--- src/design/twcw_pkg.sv ---
// Shared types, codes and constants of the text window console writer.
`timescale 1ns / 1ps
`default_nettype none
package twcw_pkg;

  // Default sizes of the text buffer
  localparam int MAX_WINDOWS_DEF = 4;
  localparam int MAX_COLUMNS_DEF = 128;
  localparam int MAX_ROWS_DEF    = 32;

  // Command codes
  localparam logic [1:0] CMD_PUT   = 2'd0;
  localparam logic [1:0] CMD_CLEAR = 2'd1;
  localparam logic [1:0] CMD_READ  = 2'd2;

  // Register indexes of the configuration port
  localparam int         PADDR_W  = 4;
  localparam logic [1:0] REG_COLS = 2'd0;
  localparam logic [1:0] REG_ROWS = 2'd1;
  localparam logic [1:0] REG_WINS = 2'd2;
  localparam logic [1:0] REG_VIS  = 2'd3;

  // Register reset values
  localparam logic [7:0] COLS_RST = 8'd78;
  localparam logic [5:0] ROWS_RST = 6'd22;
  localparam logic [2:0] WINS_RST = 3'd0;
  localparam logic [3:0] VIS_RST  = 4'd0;

  // Character codes
  localparam logic [7:0] CH_NL       = 8'h0A;
  localparam logic [7:0] CH_CR       = 8'h0D;
  localparam logic [7:0] CH_BS       = 8'h08;
  localparam logic [7:0] CH_BLANK    = 8'h20;
  localparam logic [7:0] CH_PRINT_HI = 8'h7F;

  typedef struct packed {
    logic [1:0] command;
    logic [1:0] window;
    logic [7:0] char_code;
    logic [4:0] read_row;
    logic [6:0] read_col;
  } cmd_t;

  typedef struct packed {
    logic       ignored;
    logic       scrolled;
    logic [6:0] cursor_col;
    logic [4:0] cursor_row;
    logic [7:0] cell_char;
  } res_t;

  typedef struct packed {
    logic [7:0] text_columns;
    logic [5:0] text_rows;
    logic [2:0] window_count;
    logic [3:0] visible_mask;
  } cfg_t;

endpackage
`default_nettype wire

--- src/design/twcw_cfg.sv ---
// Configuration register file with an APB-style access port.
`timescale 1ns / 1ps
`default_nettype none
module twcw_cfg (
  input  wire logic                        clk_i,
  input  wire logic                        rst_ni,
  input  wire logic                        psel_i,
  input  wire logic                        penable_i,
  input  wire logic                        pwrite_i,
  input  wire logic [twcw_pkg::PADDR_W-1:0] paddr_i,
  input  wire logic [31:0]                 pwdata_i,
  output logic      [31:0]                 prdata_o,
  output logic                             pready_o,
  output twcw_pkg::cfg_t                   cfg_o
);

  twcw_pkg::cfg_t cfg_q;
  logic [1:0]     reg_idx;

  assign reg_idx = paddr_i[3:2];

  always_ff @(posedge clk_i or negedge rst_ni) begin
    if (!rst_ni) begin
      cfg_q.text_columns <= twcw_pkg::COLS_RST;
      cfg_q.text_rows    <= twcw_pkg::ROWS_RST;
      cfg_q.window_count <= twcw_pkg::WINS_RST;
      cfg_q.visible_mask <= twcw_pkg::VIS_RST;
    end else if (psel_i && penable_i && pwrite_i) begin
      case (reg_idx)
        twcw_pkg::REG_COLS: cfg_q.text_columns <= pwdata_i[7:0];
        twcw_pkg::REG_ROWS: cfg_q.text_rows    <= pwdata_i[5:0];
        twcw_pkg::REG_WINS: cfg_q.window_count <= pwdata_i[2:0];
        twcw_pkg::REG_VIS:  cfg_q.visible_mask <= pwdata_i[3:0];
        default: ;
      endcase
    end
  end

  always_comb begin
    case (reg_idx)
      twcw_pkg::REG_COLS: prdata_o = 32'(cfg_q.text_columns);
      twcw_pkg::REG_ROWS: prdata_o = 32'(cfg_q.text_rows);
      twcw_pkg::REG_WINS: prdata_o = 32'(cfg_q.window_count);
      twcw_pkg::REG_VIS:  prdata_o = 32'(cfg_q.visible_mask);
      default:            prdata_o = '0;
    endcase
  end

  assign pready_o = 1'b1;
  assign cfg_o    = cfg_q;

endmodule
`default_nettype wire

--- config.mk ---
export PLATFORM = sky130hd
export DESIGN_NAME = twcw_cfg
export DESIGN_NICKNAME = d
export VERILOG_FILES = /design/src/design/twcw_pkg.sv /design/src/design/twcw_cfg.sv
export SDC_FILE = /design/constraint.sdc
export NUM_CORES = 1
export LEC_CHECK = 0
export ABC_AREA = 1
export BUFFER_PORTS_ARGS = -buffer_cell sky130_fd_sc_hd__buf_4
export CAP_MARGIN = 20
export CORE_UTILIZATION = 40
export CTS_CLUSTER_SIZE = 24
export DETAILED_ROUTE_END_ITERATION = 16
export PLACE_DENSITY = 0.8
export SYNTH_ARGS = -nofsm -noshare
export SYNTH_HDL_FRONTEND = slang
export SYNTH_SLANG_ARGS = --single-unit
--- constraint.sdc ---
create_clock -name clk_i -period 0.9 [get_ports clk_i]
set_clock_uncertainty 0.15 [all_clocks]
set_input_delay 0.09 -clock clk_i [delete_from_list [all_inputs] [get_ports clk_i]]
set_output_delay 0.09 -clock clk_i [all_outputs]
set_load 0.03 [all_outputs]
# Word level (Yosys, flattened, before mapping)
# Index checks and enable logic that the tools add are counted.
dict set report op_classes {
  muxes 1
  reduce_logical 7
  n_eq_ne 3
}
# operator n
set op_table {}
lappend op_table {{32-bit one-hot mux with 4 select lines} 1}
lappend op_table {{2-bit AND reduction} 4}
lappend op_table {{2-bit == test, second input constant} 2}
lappend op_table {{2-bit by 1-bit == test with 1-bit output, second input constant} 1}
lappend op_table {{1-bit logical AND} 2}
lappend op_table {{2-bit logical NOT} 1}
dict set report totals {
  register_bits 21
  input_bits 41
  wordCells 15
  output_inout_bits 54
}

# Logic depth before layout (Yosys ltp)
dict set report logic_depth {
  depth_word 3
  depth_mapped 7
  depth_no_buf 6
}

# Least setup slack after synthesis
# OpenSTA, ideal clock, no wires.
dict set report synth_timing {
  kind {flip-flop to output port}
  from {register cfg_q, in the netlist cfg_o[19]}
  to {output prdata_o[6]}
  stages_incl_launch_ff 3
  arrival_time_ps 1088
  path_buffers 0
  slack_ps -428
  t_required_ps 660
  cell_sequence {dfstp_2 -> inv_1 -> nor2_1}
}
dict set report synth_between {
  elab_chain_len 1
}
# item line_no
set synth_lines {}
lappend synth_lines {{from (decl)} twcw_cfg.sv:17} ;# twcw_pkg::cfg_t cfg_q;
lappend synth_lines {{32-bit one-hot mux with 4 select lines} twcw_cfg.sv:40} ;# case (reg_idx)
lappend synth_lines {{to (decl)} twcw_cfg.sv:12} ;# output logic [31:0] prdata_o,
# No other way between the ends. The select of a mux whose other input is x is not followed.

# Worst setup path after layout
dict set report layout_timing {
  from {register cfg_q, in the netlist cfg_o[14]}
  to {output prdata_o[1]}
}
# Same word-level chain as after synthesis.

==> impl_metrics.yaml <==
final_layout:
  regArea_um2: 543
  fin_cells: 292
  area_growth_pct: 74.5
  drive_above_1_share: 0.597
  final_nets: 290
  fillCellCount: 211
  multi_input_comb_area_um2: 732
  n_antenna_cell: 0
  largest_reg_flops: 21
synth:
  synth.yosys.seq_area_share: 0.414
  synthDistinctLibCells: 19
  async_reset_ff_frac: 1.00
  synth_top_area_cell: "dfrtp_1"
  ys_warn_count: 0
  synth.top_cell.area_share: 0.272
  ys_seq_elements: 21
  synth_commonest_cells: "nand2_1, buf_4, dfrtp_1"
  syn_area_per_cell_um2: 7.87
  synthFlopType: "dfrtp_1"
  syn-instance-count: 164
  synth-edff-count: 0
  syn-cell-area_um2: 1290
  yosys-top-cells-area: "dfrtp_1, nand2_1, buf_4, dfstp_2, nand3_1"
  synth.most_common_cell: "nand2_1"
critical_path:
  worstSetupPathType: "flop to output port"
  r2r-end: "cfg_o[9]"
  required_ns: 0.66
  path_cells: "nand2_1 > nand4_1 > buf_6"
  crit_family: "flip-flops"
  worst_ep_arrival_time_ns: 1.20
  cp-end-kind: "output port"
  critPathMaxFanout: 2
  path_buf_inv: 1
  rr_worst_depth: 5
  setup.worst_path.start: "cfg_o[14]"
  crit_path_start_kind: "flop"
  r2r_slack_ns: -0.22
  slowest_delay_ns: 0.57
  critical_path_depth: 3
  slowest_stage: "dfstp_2"
  reg2reg_from: "cfg_o[9]"
  endpoint: "prdata_o[1]"
place:
  place_ws_ns: -0.174
  place_congestion: 0.831
  dpl.cell_count: 269
  post-dp-hpwl_um: 2430
  io_buffer_count: 43
detailed_routing:
  viasPerCell: 4.45
  ant_nets: 0
  totalWireLength_um: 3860
  vias: 1298
  avgRoutedWirePerCell_um: 13.2
  drc: 0
  dr.first_iter.drc_count: 61
  first_pass_iters: 4
clocking:
  cts_tree: "yes"
  cts-buffers-inserted: 3
  cts.path.max_buffers: 2
  clk_latency_ns: 0.30
  clk_pin_slew_worst_paths_ns: 0.12
  cts-root-buf: "clkbuf_4"
  h-tree-depth: 1
  clkSinkCount: 21
sta:
  hold_viol: 0
  setup_viol: 40
  max_freq_mhz: 693
  min_period_ns: 1.44
  rsz0062_at_grt: "yes"
  post-route-period-util: 1.60
  drv_slew: 0
  layout_setup_ws_ns: -0.542
floorplanning:
  die_h_um: 58.8
  die-area_um2: 3460
  ioPinCount: 95
  die_w_um: 58.8
  start_util: 0.423
  num_rows: 20
  core_area_um2: 3050
pwr:
  max-vdd-ir-drop_mv: 0.672
  total_leakage_power_nw: 1.15
  power.density_nw_per_um2: 1890
grt:
  grt_max_degree: 22
  grt-ovfl-total: 0
  grt_pass1_wl_um: 5590
  grt_pass1_vias: 1225
  antenna_found_initial: 0
  grt_util_all_layers: 0.219
job:
  max_cap_viol_count: 0
run_status:
  violations: "negative setup slack"
  status: "complete, but fails checks"
min_path:
  hold_path.class: "primary input to flop"
-- layout by cell type, fill, tap and decap left out, types with 6 or more instances in the layout --
master          n
dfstp_2         7
buf_4          21
buf_6          54
nand2_1        52
nand2_4         6
conb_1         25
dfrtp_2         7
inv_2           6
nand2_2        26
dfrtp_1         7
dlygate4sd3_1   9
-- timing repair --
| item | 4_1_cts | 5_1_grt |
|---|---|---|
| hold buffers | 9 | 0 |
| pin swaps | 9 | 13 |
| buffers inserted | 4 | 8 |
| endpoints found under the setup margin | 39 | 47 |
| resized for setup | 54 | 27 |
| gates cloned | 0 | 0 |
| hold endpoints to repair | 42 | 0 |
-- final cells by class --
cell class              instances  share of cell area
inverters                       8              0.0167
flip-flops and latches         21               0.241
repair buffers                 84               0.380
well taps                      44              0.0245
multi-input cells             131               0.325
clock inverters                 1             0.00222
clock buffers                   3              0.0100
-- layer usage --
layer | track usage | routed length, µm | vias to the layer above
met5 | 0 | 0 | -
met4 | 0.0918 | 74 | 0
met3 | 0.0176 | 175 | 8
met2 | 0.399 | 2090 | 58
met1 | 0.263 | 1520 | 611
li1 | - | - | 621
-- worst min-delay path, stage by stage --
cell and delay, ns:
buf_4 0.12, nand3_4 0.12, nor2_8 0.06, nand2_1 0.05
nand2_1 0.05
-- worst min path at each step --
stage / startpoint / to / cells after the start
global placement: rst_ni / cfg_o[17] / 1
CTS: penable_i / cfg_o[15] / 5
global route: penable_i / cfg_o[19] / 5
detailed placement: rst_ni / cfg_o[17] / 1
finish: penable_i / cfg_o[16] / 5
floorplan: rst_ni / cfg_o[0] / 0
-- metrics by stage --
stage                     power [mW]  area [µm²]  hold WS (ns)   util  setup TNS (ns)
after detailed placement        3.12        1790        -0.158  0.585           -3.90
after global placement          3.08        1790        -0.162  0.585           -3.40
final                           4.26        2250        0.0330  0.737          -12.03
after global routing            4.48        2250        0.0308  0.737          -13.86
after CTS                       4.01        2130        0.0294  0.697          -11.30
after floorplan                 2.42        1450        -0.356      -           -1.63
-- cell families after synthesis --
family	Yosys count	synth area share
DFF	21	0.414
buffers and inverters	35	0.192
and+or+nand+nor	106	0.388
other	2	0.00582
-- power breakdown --
part           internal (mW)  switching (mW)  leakage [nW]  total [mW]
registers               1.20           0.174         0.242        1.37
clock network          0.166           0.299        0.0177       0.464
logic                   1.15            1.27         0.888        2.42
total                   2.51            1.75          1.15        4.26
Note: power is estimated with default switching activity, not from simulation.
